### src/rtl/core/hdip_pkg.sv
`default_nettype none

package hdip_pkg;

    localparam logic [7:0] LONG_MARK = 8'hFE;
    localparam logic [1:0] SIZE_MASK = 2'h3;
    localparam logic [3:0] NIB_MASK  = 4'hF;

    localparam logic [2:0] TYPE_MAIN     = 3'd0;
    localparam logic [2:0] TYPE_GLOBAL   = 3'd1;
    localparam logic [2:0] TYPE_LOCAL    = 3'd2;
    localparam logic [2:0] TYPE_RESERVED = 3'd3;
    localparam logic [2:0] TYPE_LONG     = 3'd4;

    localparam logic [4:0] TAG_NONE = 5'd0;

    localparam logic [1:0] SIZE_CODE_FOUR = 2'd3;

    typedef struct packed {
        logic [2:0]        item_type;
        logic [4:0]        item_tag;
        logic [2:0]        payload_size;
        logic [31:0]       payload_unsigned;
        logic signed [31:0] payload_signed;
        logic [2:0]        consumed_bytes;
        logic              truncated;
    } result_t;

    typedef struct packed {
        logic [2:0] item_type;
        logic [4:0] item_tag;
        logic [2:0] payload_size;
    } header_t;

    function automatic logic [4:0] tag_lookup(input logic [2:0] kind, input logic [3:0] nib);
        logic [4:0] tag;
        tag = TAG_NONE;
        case (kind)
            TYPE_MAIN:
            begin
                if (nib >= 4'd8 && nib <= 4'd12)
                begin
                    tag = 5'({1'b0, nib} - 5'd7);
                end
            end
            TYPE_GLOBAL:
            begin
                if (nib <= 4'd11)
                begin
                    tag = 5'({1'b0, nib} + 5'd6);
                end
            end
            TYPE_LOCAL:
            begin
                if (nib <= 4'd5)
                begin
                    tag = 5'({1'b0, nib} + 5'd18);
                end
                else if (nib >= 4'd7 && nib <= 4'd10)
                begin
                    tag = 5'({1'b0, nib} + 5'd17);
                end
            end
            default:
            begin
                tag = TAG_NONE;
            end
        endcase
        return tag;
    endfunction

    function automatic logic signed [31:0] sign_extend(input logic [31:0] v,
                                                       input logic [2:0] size);
        logic signed [31:0] r;
        case (size)
            3'd1:    r = {{24{v[7]}}, v[7:0]};
            3'd2:    r = {{16{v[15]}}, v[15:0]};
            3'd4:    r = v;
            default: r = '0;
        endcase
        return r;
    endfunction

endpackage

`default_nettype wire

### src/rtl/core/hid_descriptor_item_parser_core.sv
// An accepted byte is held in the input register; the item it completes is
// held in the result register. Throughput: 1 byte per cycle unless out_stall
// holds a pending item; set by the single decode/assembly stage between them.
// Reset (rst_n low, asynchronous): parser expects a header, all valid
// flags and assembly state cleared.
`default_nettype none

module hid_descriptor_item_parser_core
(
    input  wire logic        clk,
    input  wire logic        rst_n,
    input  wire logic        in_valid,
    output logic             in_stall,
    input  wire logic [7:0]  in_byte,
    input  wire logic        end_of_data,
    output logic             out_valid,
    input  wire logic        out_stall,
    output logic [2:0]       item_type,
    output logic [4:0]       item_tag,
    output logic [2:0]       payload_size,
    output logic [31:0]      payload_unsigned,
    output logic signed [31:0] payload_signed,
    output logic [2:0]       consumed_bytes,
    output logic             truncated
);

    logic              s1_valid_reg, s1_valid_next;
    logic [7:0]        s1_byte_reg;
    logic              s1_eod_reg;
    logic              out_valid_reg, out_valid_next;
    hdip_pkg::result_t out_reg;

    logic              out_free;
    logic              advance;
    logic              in_accept;
    logic              emit;
    hdip_pkg::header_t header;
    hdip_pkg::result_t result;

    hdip_decode u_decode
    (
        .in_byte (s1_byte_reg),
        .header  (header)
    );

    hdip_assemble u_assemble
    (
        .clk         (clk),
        .rst_n       (rst_n),
        .advance     (advance),
        .in_byte     (s1_byte_reg),
        .end_of_data (s1_eod_reg),
        .header      (header),
        .emit        (emit),
        .result      (result)
    );

    always_comb
    begin
        out_free  = !out_valid_reg || !out_stall;
        advance   = s1_valid_reg && out_free;
        in_stall  = s1_valid_reg && !out_free;
        in_accept = in_valid && !in_stall;

        s1_valid_next = s1_valid_reg;
        if (in_accept)
        begin
            s1_valid_next = 1'b1;
        end
        else if (advance)
        begin
            s1_valid_next = 1'b0;
        end

        out_valid_next = out_valid_reg;
        if (out_free)
        begin
            out_valid_next = advance && emit;
        end
    end

    always_ff @(posedge clk or negedge rst_n)
    begin
        if (!rst_n)
        begin
            s1_valid_reg  <= 1'b0;
            out_valid_reg <= 1'b0;
        end
        else
        begin
            s1_valid_reg  <= s1_valid_next;
            out_valid_reg <= out_valid_next;
        end
    end

    always_ff @(posedge clk)
    begin
        if (in_accept)
        begin
            s1_byte_reg <= in_byte;
            s1_eod_reg  <= end_of_data;
        end
        if (advance && emit)
        begin
            out_reg <= result;
        end
    end

    assign out_valid        = out_valid_reg;
    assign item_type        = out_reg.item_type;
    assign item_tag         = out_reg.item_tag;
    assign payload_size     = out_reg.payload_size;
    assign payload_unsigned = out_reg.payload_unsigned;
    assign payload_signed   = out_reg.payload_signed;
    assign consumed_bytes   = out_reg.consumed_bytes;
    assign truncated        = out_reg.truncated;

endmodule

`default_nettype wire

### src/rtl/core/hdip_decode.sv
`default_nettype none

module hdip_decode
(
    input  wire logic [7:0]       in_byte,
    output hdip_pkg::header_t     header
);

    logic [1:0] size_code;
    logic [2:0] kind;
    logic [3:0] nib;

    always_comb
    begin
        size_code = in_byte[1:0] & hdip_pkg::SIZE_MASK;
        kind      = {1'b0, in_byte[3:2] & hdip_pkg::SIZE_MASK};
        nib       = in_byte[7:4] & hdip_pkg::NIB_MASK;
        header.item_type    = kind;
        header.item_tag     = hdip_pkg::tag_lookup(kind, nib);
        header.payload_size = (size_code == hdip_pkg::SIZE_CODE_FOUR) ? 3'd4
                                                                      : {1'b0, size_code};
    end

endmodule

`default_nettype wire

### src/rtl/core/hdip_assemble.sv
`default_nettype none

module hdip_assemble
(
    input  wire logic             clk,
    input  wire logic             rst_n,
    input  wire logic             advance,
    input  wire logic [7:0]       in_byte,
    input  wire logic             end_of_data,
    input  wire hdip_pkg::header_t header,
    output logic                  emit,
    output hdip_pkg::result_t     result
);

    logic        in_payload_reg, in_payload_next;
    logic [2:0]  bytes_left_reg, bytes_left_next;
    logic [2:0]  held_size_reg, held_size_next;
    logic [2:0]  held_type_reg, held_type_next;
    logic [4:0]  held_tag_reg, held_tag_next;
    logic [31:0] accum_reg, accum_next;

    logic [1:0]  pos;
    logic [2:0]  left_dec;
    logic [31:0] merged;

    always_comb
    begin
        pos      = 2'(held_size_reg - bytes_left_reg);
        left_dec = bytes_left_reg - 3'd1;
        case (pos)
            2'd0:    merged = accum_reg | {24'd0, in_byte};
            2'd1:    merged = accum_reg | {16'd0, in_byte, 8'd0};
            2'd2:    merged = accum_reg | {8'd0, in_byte, 16'd0};
            default: merged = accum_reg | {in_byte, 24'd0};
        endcase

        in_payload_next = in_payload_reg;
        bytes_left_next = bytes_left_reg;
        held_size_next  = held_size_reg;
        held_type_next  = held_type_reg;
        held_tag_next   = held_tag_reg;
        accum_next      = accum_reg;

        emit                    = 1'b0;
        result.item_type        = held_type_reg;
        result.item_tag         = held_tag_reg;
        result.payload_size     = held_size_reg;
        result.payload_unsigned = '0;
        result.payload_signed   = '0;
        result.consumed_bytes   = 3'(held_size_reg + 3'd1);
        result.truncated        = 1'b0;

        if (!in_payload_reg)
        begin
            result.item_type      = header.item_type;
            result.item_tag       = header.item_tag;
            result.payload_size   = header.payload_size;
            result.consumed_bytes = 3'(header.payload_size + 3'd1);
            if (in_byte == hdip_pkg::LONG_MARK)
            begin
                emit                  = 1'b1;
                result.item_type      = hdip_pkg::TYPE_LONG;
                result.item_tag       = hdip_pkg::TAG_NONE;
                result.payload_size   = 3'd0;
                result.consumed_bytes = 3'd0;
            end
            else if (header.payload_size == 3'd0)
            begin
                emit = 1'b1;
            end
            else if (end_of_data)
            begin
                emit             = 1'b1;
                result.truncated = 1'b1;
            end
            else
            begin
                held_size_next  = header.payload_size;
                held_type_next  = header.item_type;
                held_tag_next   = header.item_tag;
                bytes_left_next = header.payload_size;
                accum_next      = '0;
                in_payload_next = 1'b1;
            end
        end
        else
        begin
            accum_next      = merged;
            bytes_left_next = left_dec;
            if (left_dec == 3'd0)
            begin
                emit                    = 1'b1;
                result.payload_unsigned = merged;
                result.payload_signed   = hdip_pkg::sign_extend(merged, held_size_reg);
            end
            else if (end_of_data)
            begin
                emit             = 1'b1;
                result.truncated = 1'b1;
            end
        end

        if (emit)
        begin
            in_payload_next = 1'b0;
            bytes_left_next = 3'd0;
            accum_next      = '0;
        end
    end

    always_ff @(posedge clk or negedge rst_n)
    begin
        if (!rst_n)
        begin
            in_payload_reg <= 1'b0;
            bytes_left_reg <= 3'd0;
            held_size_reg  <= 3'd0;
            held_type_reg  <= 3'd0;
            held_tag_reg   <= 5'd0;
            accum_reg      <= '0;
        end
        else if (advance)
        begin
            in_payload_reg <= in_payload_next;
            bytes_left_reg <= bytes_left_next;
            held_size_reg  <= held_size_next;
            held_type_reg  <= held_type_next;
            held_tag_reg   <= held_tag_next;
            accum_reg      <= accum_next;
        end
    end

endmodule

`default_nettype wire

### config.mk
export PLATFORM = sky130hd
export DESIGN_NAME = hid_descriptor_item_parser_core
export DESIGN_NICKNAME = d
export VERILOG_FILES = /design/src/rtl/core/hdip_pkg.sv /design/src/rtl/core/hid_descriptor_item_parser_core.sv /design/src/rtl/core/hdip_decode.sv /design/src/rtl/core/hdip_assemble.sv
export SDC_FILE = /design/constraint.sdc
export NUM_CORES = 1
export LEC_CHECK = 0
export ABC_AREA = 0
export BUFFER_PORTS_ARGS = -buffer_cell sky130_fd_sc_hd__buf_4
export CAP_MARGIN = 25
export CORE_ASPECT_RATIO = 0.75
export CORE_MARGIN = 8
export CORE_UTILIZATION = 60
export CTS_BUF_LIST = sky130_fd_sc_hd__clkbuf_4 sky130_fd_sc_hd__clkbuf_8
export DETAILED_ROUTE_END_ITERATION = 10
export HOLD_SLACK_MARGIN = 0.1
export PLACE_DENSITY = 0.84
export SYNTH_ARGS = -nofsm -noshare
export SYNTH_HDL_FRONTEND = slang
export SYNTH_SLANG_ARGS = --single-unit
### constraint.sdc
create_clock -name clk -period 8.65 [get_ports clk]
set_input_delay 1.2975 -clock clk [delete_from_list [all_inputs] [get_ports clk]]
set_output_delay 1.2975 -clock clk [all_outputs]
set_load 0.01 [all_outputs]
==> results of run 1 <==
==> critical path, stage by stage, from the launching register on <==
cell,delay [ns]
sky130_fd_sc_hd__edfxtp_1,0.74
sky130_fd_sc_hd__ha_1,0.41
sky130_fd_sc_hd__and3_1,0.31
sky130_fd_sc_hd__o31ai_1,0.11
sky130_fd_sc_hd__nand2b_1,0.18
sky130_fd_sc_hd__nor2b_4,0.15
sky130_fd_sc_hd__buf_4,0.73
==> report_power, final <==
group	switching [uW]	total, uW	internal, uW
Combinational	301	511	210
Clock	228	476	248
Sequential	76.3	887	811
Total	605	1870	1270
==> routing by layer <==
metal	track usage, %	vias up
met5	0	-
met4	7.212	0
met3	6.962	22
met2	32.31	199
met1	25.87	2018
li1	-	1876
==> Yosys cell counts (7+ instances only) <==
| library cell | count |
|---|---|
| sky130_fd_sc_hd__nor2_1 | 50 |
| sky130_fd_sc_hd__dfrtp_1 | 48 |
| sky130_fd_sc_hd__o21ai_2 | 10 |
| sky130_fd_sc_hd__ha_1 | 19 |
| sky130_fd_sc_hd__a22o_1 | 32 |
| sky130_fd_sc_hd__nand2_1 | 21 |
| sky130_fd_sc_hd__a21oi_1 | 36 |
| sky130_fd_sc_hd__clkbuf_1 | 21 |
| sky130_fd_sc_hd__inv_1 | 18 |
| sky130_fd_sc_hd__edfxtp_1 | 88 |
| sky130_fd_sc_hd__buf_2 | 7 |
| sky130_fd_sc_hd__o21ai_0 | 29 |
| sky130_fd_sc_hd__mux2_2 | 14 |
==> logic make-up (layout without fill, tap and decap cells) <==
logic type,after synthesis,in the layout,share of synthesized area [%]
flops,136,136,64.17
compound gates,132,132,15.15
simple gates,112,112,9.443
buf+inv,49,146,3.405
fa+ha+maj,19,19,3.969
mux,14,14,2.632
xor+xnor,5,5,1.232
==> path summary, 6_finish.rpt <==
path | from | end | depth (start not counted)
min | u_assemble.held_tag_reg[1] | u_assemble.held_tag_reg[1] | 1
min reg2reg | u_assemble.held_tag_reg[1] | u_assemble.held_tag_reg[1] | 1
max in group asynchronous | rst_n | u_assemble.accum_reg[30] | 1
min in group asynchronous | rst_n | u_assemble.held_tag_reg[2] | 1
max reg2reg | s1_byte_reg[4] | payload_signed[30] | 6
max | s1_byte_reg[4] | payload_signed[30] | 6
==> metrics by stage <==
step / worst slack [ns] / instances / util [%]
2_1_floorplan: 2.991 / 467 / -
3_3_place_gp: 5.617 / 663 / 69.54
3_5_place_dp: 5.500 / 664 / 69.69
4_1_cts: 5.609 / 696 / 73.43
5_1_grt: 5.374 / 696 / 73.43
6_report: 5.582 / 696 / 73.43
==> final cells by class <==
| cell class | instances | share of cell area (%) |
|---|---|---|
| clock buffer | 23 | 4.006 |
| clock inverter | 9 | 1.089 |
| inverter | 18 | 0.9489 |
| multi-input combinational | 282 | 27.43 |
| sequential | 136 | 53.98 |
| tap | 132 | 2.319 |
| timing repair buffer | 96 | 10.23 |
==> flow_metrics.env, run 1 <==
export IMPL_status="finished, final reports clean"
export IMPL_synth_seq_cells=136
export IMPL_buffer_ports_inserted=93
export IMPL_rows=31
export IMPL_finalClockSkew_ns=0.01416
export IMPL_grtUsageTotal_pct=20.35
export IMPL_ant_nets=0
export IMPL_met3_wirelength_microns=924
export IMPL_cts_tree="done"
export IMPL_avgViaCountPerCell=5.912
export IMPL_post_synth_top_area_fraction_pct=44.12
export IMPL_cts_buffers_inserted=17
export IMPL_postSynth_asyncResetShare_pct=35.29
export IMPL_start_kind="register"
export IMPL_finalSetupTns_ns=0
export IMPL_synthesis_yosys_warnings=0
export IMPL_finalMaxSlewViolations=0
export IMPL_slew_headroom_pct=37.05
export IMPL_sum_of_net_half_perimeters_after_detailed_placement_microns=8855
export IMPL_hold_worst_slack_ns=0.5096
export IMPL_ir_worst_vdd_mv=0.1335
export IMPL_nNetsFinal=583
export IMPL_cp_required_ns=8.71
export IMPL_core_area_sq_um=9697
export IMPL_yosysSeqAreaShare_pct=64.17
export IMPL_seq_area_sq_um=3844
export IMPL_top_layer="met4"
export IMPL_syn_area_per_cell_sq_um=12.83
export IMPL_cts_setup_buffers=0
export IMPL_grt_overflow_total=0
export IMPL_multiInputGateArea_sq_um=1953
export IMPL_rrSetupSlack_ns=5.58
export IMPL_n_antenna_cell=0
export IMPL_total_power_uw=1874
export IMPL_total_of_endpoints_with_negative_setup_slack_in_the_final_report=0
export IMPL_drive_above_1_share_pct=28.72
export IMPL_drc_errors=0
export IMPL_synth_fp_nets=499
export IMPL_critical_path_max_fanout=79
export IMPL_wire_length_of_the_first_global_routing_pass_microns=21630
export IMPL_synth_top_cells_by_area="sky130_fd_sc_hd__edfxtp_1, sky130_fd_sc_hd__dfrtp_1, sky130_fd_sc_hd__a22o_1"
export IMPL_cts_clk_slew_worst_paths_ns=0.07
export IMPL_power_leakage_uw=0.002940
export IMPL_placed_area_sq_um=6758
export IMPL_power_density_nw_per_um2=263.2
export IMPL_start_util_pct=61.77
export IMPL_detail_route_wl_per_cell_microns=18.68
export IMPL_crit_arrival_ns=3.12
export IMPL_timing_final_crit_period_ns=3.068
export IMPL_critical_path_class="reg2reg"
export IMPL_route_vias_total=4115
export IMPL_synth_area_sq_um=5989
export IMPL_min_period_over_period_pct=35.46
export IMPL_detailroute_wirelength_met2_microns=6242
export IMPL_synth_area_leader_cell="sky130_fd_sc_hd__edfxtp_1"
export IMPL_drt_pass1_iterations=5
export IMPL_layout_cells_most_common_list="sky130_fd_sc_hd__buf_4, sky130_fd_sc_hd__edfxtp_1, sky130_fd_sc_hd__nor2_1"
export IMPL_synth_flop_cell="sky130_fd_sc_hd__edfxtp_1"
export IMPL_yosysUniqueCellTypes=57
export IMPL_drt_first_iter_violations=460
export IMPL_vertical_die_dimension_microns=102.5
export IMPL_route_layer_met1_wl_microns=5632
export IMPL_max_cap_violations=0
export IMPL_cts_root_buf="sky130_fd_sc_hd__clkbuf_8"
export IMPL_post_synthesis_cell_count=467
export IMPL_grt_max_degree=80
export IMPL_die_area_sq_um=13470
export IMPL_die_width_microns=131.4
export IMPL_cts_htree_levels=4
export IMPL_fmax_mhz=326.0
export IMPL_weighted_congestion_reported_at_the_end_of_routability_driven_placement=0.8646
export IMPL_i_o_pin_total=94
export IMPL_worst_hold_path_type="reg2reg"
export IMPL_number_of_synthesized_flops_with_an_enable_pin=88
export IMPL_mostFrequentLayoutCell="sky130_fd_sc_hd__buf_4"
export IMPL_rsz0062_at_grt="false"
export IMPL_initial_antenna_violation_count=0
export IMPL_count_of_clock_tree_sinks=136
export IMPL_syn2layout_area_growth_pct=18.88
export IMPL_cts_hold_repair_buffers=0
export IMPL_clock_latency_on_the_worst_skew_pair_ns=0.44
export IMPL_vias_in_the_first_global_route=4121
export IMPL_gates_resized_cts_repair=0
export IMPL_max_slew_worst_pin_slew_ns=0.9442
export IMPL_crit_path_end_kind="register"
export IMPL_timing_final_hold_violations=0
export IMPL_drt_wl_total_microns=13000
export IMPL_layout_cell_area_non_filler_sq_um=7121
export IMPL_clock_tree_buffer_depth=2
export IMPL_fillCellCount=651
No activity file was read; power rests on OpenSTA's default activity.
==> run 2, diff against run 1 <==
- ABC_AREA: 0 -> 1
- CORE_UTILIZATION: 60 -> 59
- PLACE_DENSITY: 0.84 -> 0.82
- clock period: 8.65 -> 3 ns (I/O delays scaled with it)
==> run 2 against run 1 <==
  * Area after synthesis is 6.3% higher
  * Global-route usage is 0.23 points higher
  * Wire length is 11% higher
  * Clock power grew to 3.3 times the previous value
==> flow_metrics.env, run 2 <==
export IMPL_max_slew_worst_pin_slew_ns=0.7198
export IMPL_synth_commonest_cells="sky130_fd_sc_hd__nand2_1, sky130_fd_sc_hd__inv_1, sky130_fd_sc_hd__edfxtp_1"
export IMPL_drt_wl_total_microns=14390
export IMPL_cell_type_of_the_slowest_stage_on_the_worst_timing_path="sky130_fd_sc_hd__ha_1"
export IMPL_initial_antenna_violation_count=0
export IMPL_post_synthesis_cell_count=648
export IMPL_total_of_endpoints_with_negative_setup_slack_in_the_final_report=0
export IMPL_synth_seq_cells=136
export IMPL_die_width_microns=136.0
export IMPL_slew_headroom_pct=51.69
export IMPL_vias_in_the_first_global_route=4804
export IMPL_timing_final_crit_period_ns=2.471
export IMPL_critical_path_max_stage_delay_ns=0.56
export IMPL_drt_first_iter_violations=486
export IMPL_syn_area_per_cell_sq_um=9.826
export IMPL_synth_fp_nets=680
export IMPL_drt_pass1_iterations=5
export IMPL_min_period_over_period_pct=82.38
export IMPL_die_area_sq_um=14410
export IMPL_cts_tree="done"
export IMPL_synth_top_cells_by_area="sky130_fd_sc_hd__edfxtp_1, sky130_fd_sc_hd__dfrtp_1, sky130_fd_sc_hd__nand2_1"
export IMPL_drive_above_1_share_pct=20.77
export IMPL_detail_route_wl_per_cell_microns=16.06
export IMPL_max_cap_violations=0
export IMPL_synth_flop_cell="sky130_fd_sc_hd__edfxtp_1"
export IMPL_synth_area_sq_um=6367
export IMPL_number_of_synthesized_flops_with_an_enable_pin=88
export IMPL_cts_clk_slew_worst_paths_ns=0.08
export IMPL_synthesis_yosys_warnings=0
export IMPL_rows=33
export IMPL_n_antenna_cell=0
export IMPL_clock_tree_buffer_depth=2
export IMPL_critical_path_class="reg2reg"
export IMPL_drc_errors=0
export IMPL_cts_setup_buffers=0
export IMPL_timing_final_hold_violations=0
export IMPL_avgViaCountPerCell=5.392
export IMPL_crit_arrival_ns=2.68
export IMPL_timing_critical_path_cells="inv_1, ha_1, clkinv_1, nand3_2, nand2_2, nand2_4, nand3_2, nand2_1, inv_1"
export IMPL_syn2layout_area_growth_pct=19.16
export IMPL_ir_worst_vdd_mv=0.6413
export IMPL_grt_overflow_total=0
export IMPL_cts_buffers_inserted=17
export IMPL_start_util_pct=59.31
export IMPL_weighted_congestion_reported_at_the_end_of_routability_driven_placement=0.9095
export IMPL_fillCellCount=816
export IMPL_nNetsFinal=775
export IMPL_rsz0062_at_grt="false"
export IMPL_buffer_ports_inserted=93
export IMPL_start_kind="register"
export IMPL_power_density_nw_per_um2=901.2
export IMPL_route_vias_total=4831
export IMPL_synth_area_leader_cell="sky130_fd_sc_hd__edfxtp_1"
export IMPL_finalClockSkew_ns=0.01012
export IMPL_fmax_mhz=404.6
export IMPL_crit_path_end_kind="register"
export IMPL_grtUsageTotal_pct=20.58
export IMPL_cts_root_buf="sky130_fd_sc_hd__clkbuf_8"
export IMPL_critical_path_max_fanout=16
export IMPL_layout_cells_most_common_list="sky130_fd_sc_hd__nand2_1, sky130_fd_sc_hd__inv_1, sky130_fd_sc_hd__buf_4"
export IMPL_status="finished, final reports clean"
export IMPL_mostFrequentLayoutCell="sky130_fd_sc_hd__nand2_1"
export IMPL_cts_htree_levels=4
export IMPL_postSynth_asyncResetShare_pct=35.29
export IMPL_clock_latency_on_the_worst_skew_pair_ns=0.45
export IMPL_seq_area_sq_um=3844
export IMPL_sum_of_net_half_perimeters_after_detailed_placement_microns=9934
export IMPL_multiInputGateArea_sq_um=1913
export IMPL_core_area_sq_um=10740
export IMPL_yosys_cell_count_top_type="sky130_fd_sc_hd__nand2_1"
export IMPL_yosysUniqueCellTypes=33
export IMPL_finalMaxSlewViolations=0
export IMPL_power_leakage_uw=0.003622
export IMPL_finalNonFillerCells=896
export IMPL_yosysSeqAreaShare_pct=60.37
export IMPL_post_synth_top_area_fraction_pct=41.50
export IMPL_cp_required_ns=3.20
export IMPL_wire_length_of_the_first_global_routing_pass_microns=23380
export IMPL_worst_hold_path_type="in2reg"
export IMPL_count_of_clock_tree_sinks=136
export IMPL_ant_nets=0
export IMPL_finalSetupTns_ns=0
export IMPL_dp_cells=863
export IMPL_grt_max_degree=81
export IMPL_hold_worst_slack_ns=0.1812
export IMPL_vertical_die_dimension_microns=106.0
export IMPL_i_o_pin_total=94
run 2: cell count changes in the layout (fill, tap and decap cells not counted), moves of 6 or more:
cell / previous run / this run
sky130_fd_sc_hd__o21ai_2: 10 / 0
sky130_fd_sc_hd__nand3_1: 4 / 22
sky130_fd_sc_hd__o22ai_1: 1 / 22
sky130_fd_sc_hd__nand2_4: 0 / 6
sky130_fd_sc_hd__inv_1: 18 / 126
sky130_fd_sc_hd__a21oi_1: 36 / 10
sky130_fd_sc_hd__mux2_2: 14 / 0
sky130_fd_sc_hd__nand4_1: 2 / 17
sky130_fd_sc_hd__inv_6: 0 / 6
sky130_fd_sc_hd__nand2_1: 21 / 137
sky130_fd_sc_hd__o21ai_0: 29 / 44
sky130_fd_sc_hd__a22o_1: 32 / 1
run 2: through the flow:
stage | total power, uW | area [sq um] | setup slack, ns | util (%)
2_1_floorplan | 4401 | 6375 | 0.2436 | -
3_3_place_gp | 5216 | 7168 | 0.6479 | 66.77
3_5_place_dp | 5298 | 7168 | 0.5828 | 66.77
4_1_cts | 6861 | 7587 | 0.5606 | 70.68
5_1_grt | 7246 | 7587 | 0.3445 | 70.68
6_report | 6838 | 7587 | 0.5287 | 70.68
run 2: layout make-up:
cell class | count | share of cell area, %
clock buffers | 18 | 3.265
clock inverters | 14 | 2.127
inverters | 130 | 6.431
multi-input cells | 359 | 25.21
flip-flops and latches | 136 | 50.66
well taps | 140 | 2.309
repair buffers | 99 | 9.993
run 2: cells by family after synthesis:
family          Yosys count  synth area share, %
compound gates           89                7.860
xor+xnor                  5               0.6879
fa+ha+maj                19                3.734
buf+inv                 153                9.707
flops                   136                60.37
simple gates            246                17.65
run 2: metal layers:
metal	vias up	wire (microns)	share of wire [%]	track usage, %
met4	0	170	1.2	7.193
met2	192	6923	48	33.13
met1	2326	6008	42	26.38
li1	2288	-	-	-
met3	25	1292	9.0	5.655
met5	-	0	0	0
run 2: worst max-delay path: cells and delay by family, from the launching register on:
family / cells / cell delay, ns
fa+ha+maj: 1 / 0.56
buf+inv: 3 / 0.59
flops: 1 / 0.39
simple gates: 5 / 0.67
run 2: worst paths after layout:
path	start	end	slack [ns]	cells after the start
setup reg to reg	u_assemble.held_size_reg[0]	payload_signed[27]	0.53	9
hold reg to reg	u_assemble.held_tag_reg[3]	u_assemble.held_tag_reg[3]	0.48	2
min in group asynchronous	rst_n	u_assemble.held_size_reg[0]	0.56	2
hold / removal	in_byte[4]	s1_byte_reg[4]	0.18	1
max in group asynchronous	rst_n	u_assemble.accum_reg[7]	1.99	2
setup / recovery	u_assemble.held_size_reg[0]	payload_signed[27]	0.53	9
run 2: repair_timing:
item	in CTS	in global routing
hold endpoints to repair	48	0
hold buffers	1	0
resized for setup	0	0
run 2: report_power, final:
part	internal, uW	switching (uW)
registers	2580	192
clock network	785	766
logic	834	1680
total	4200	2640
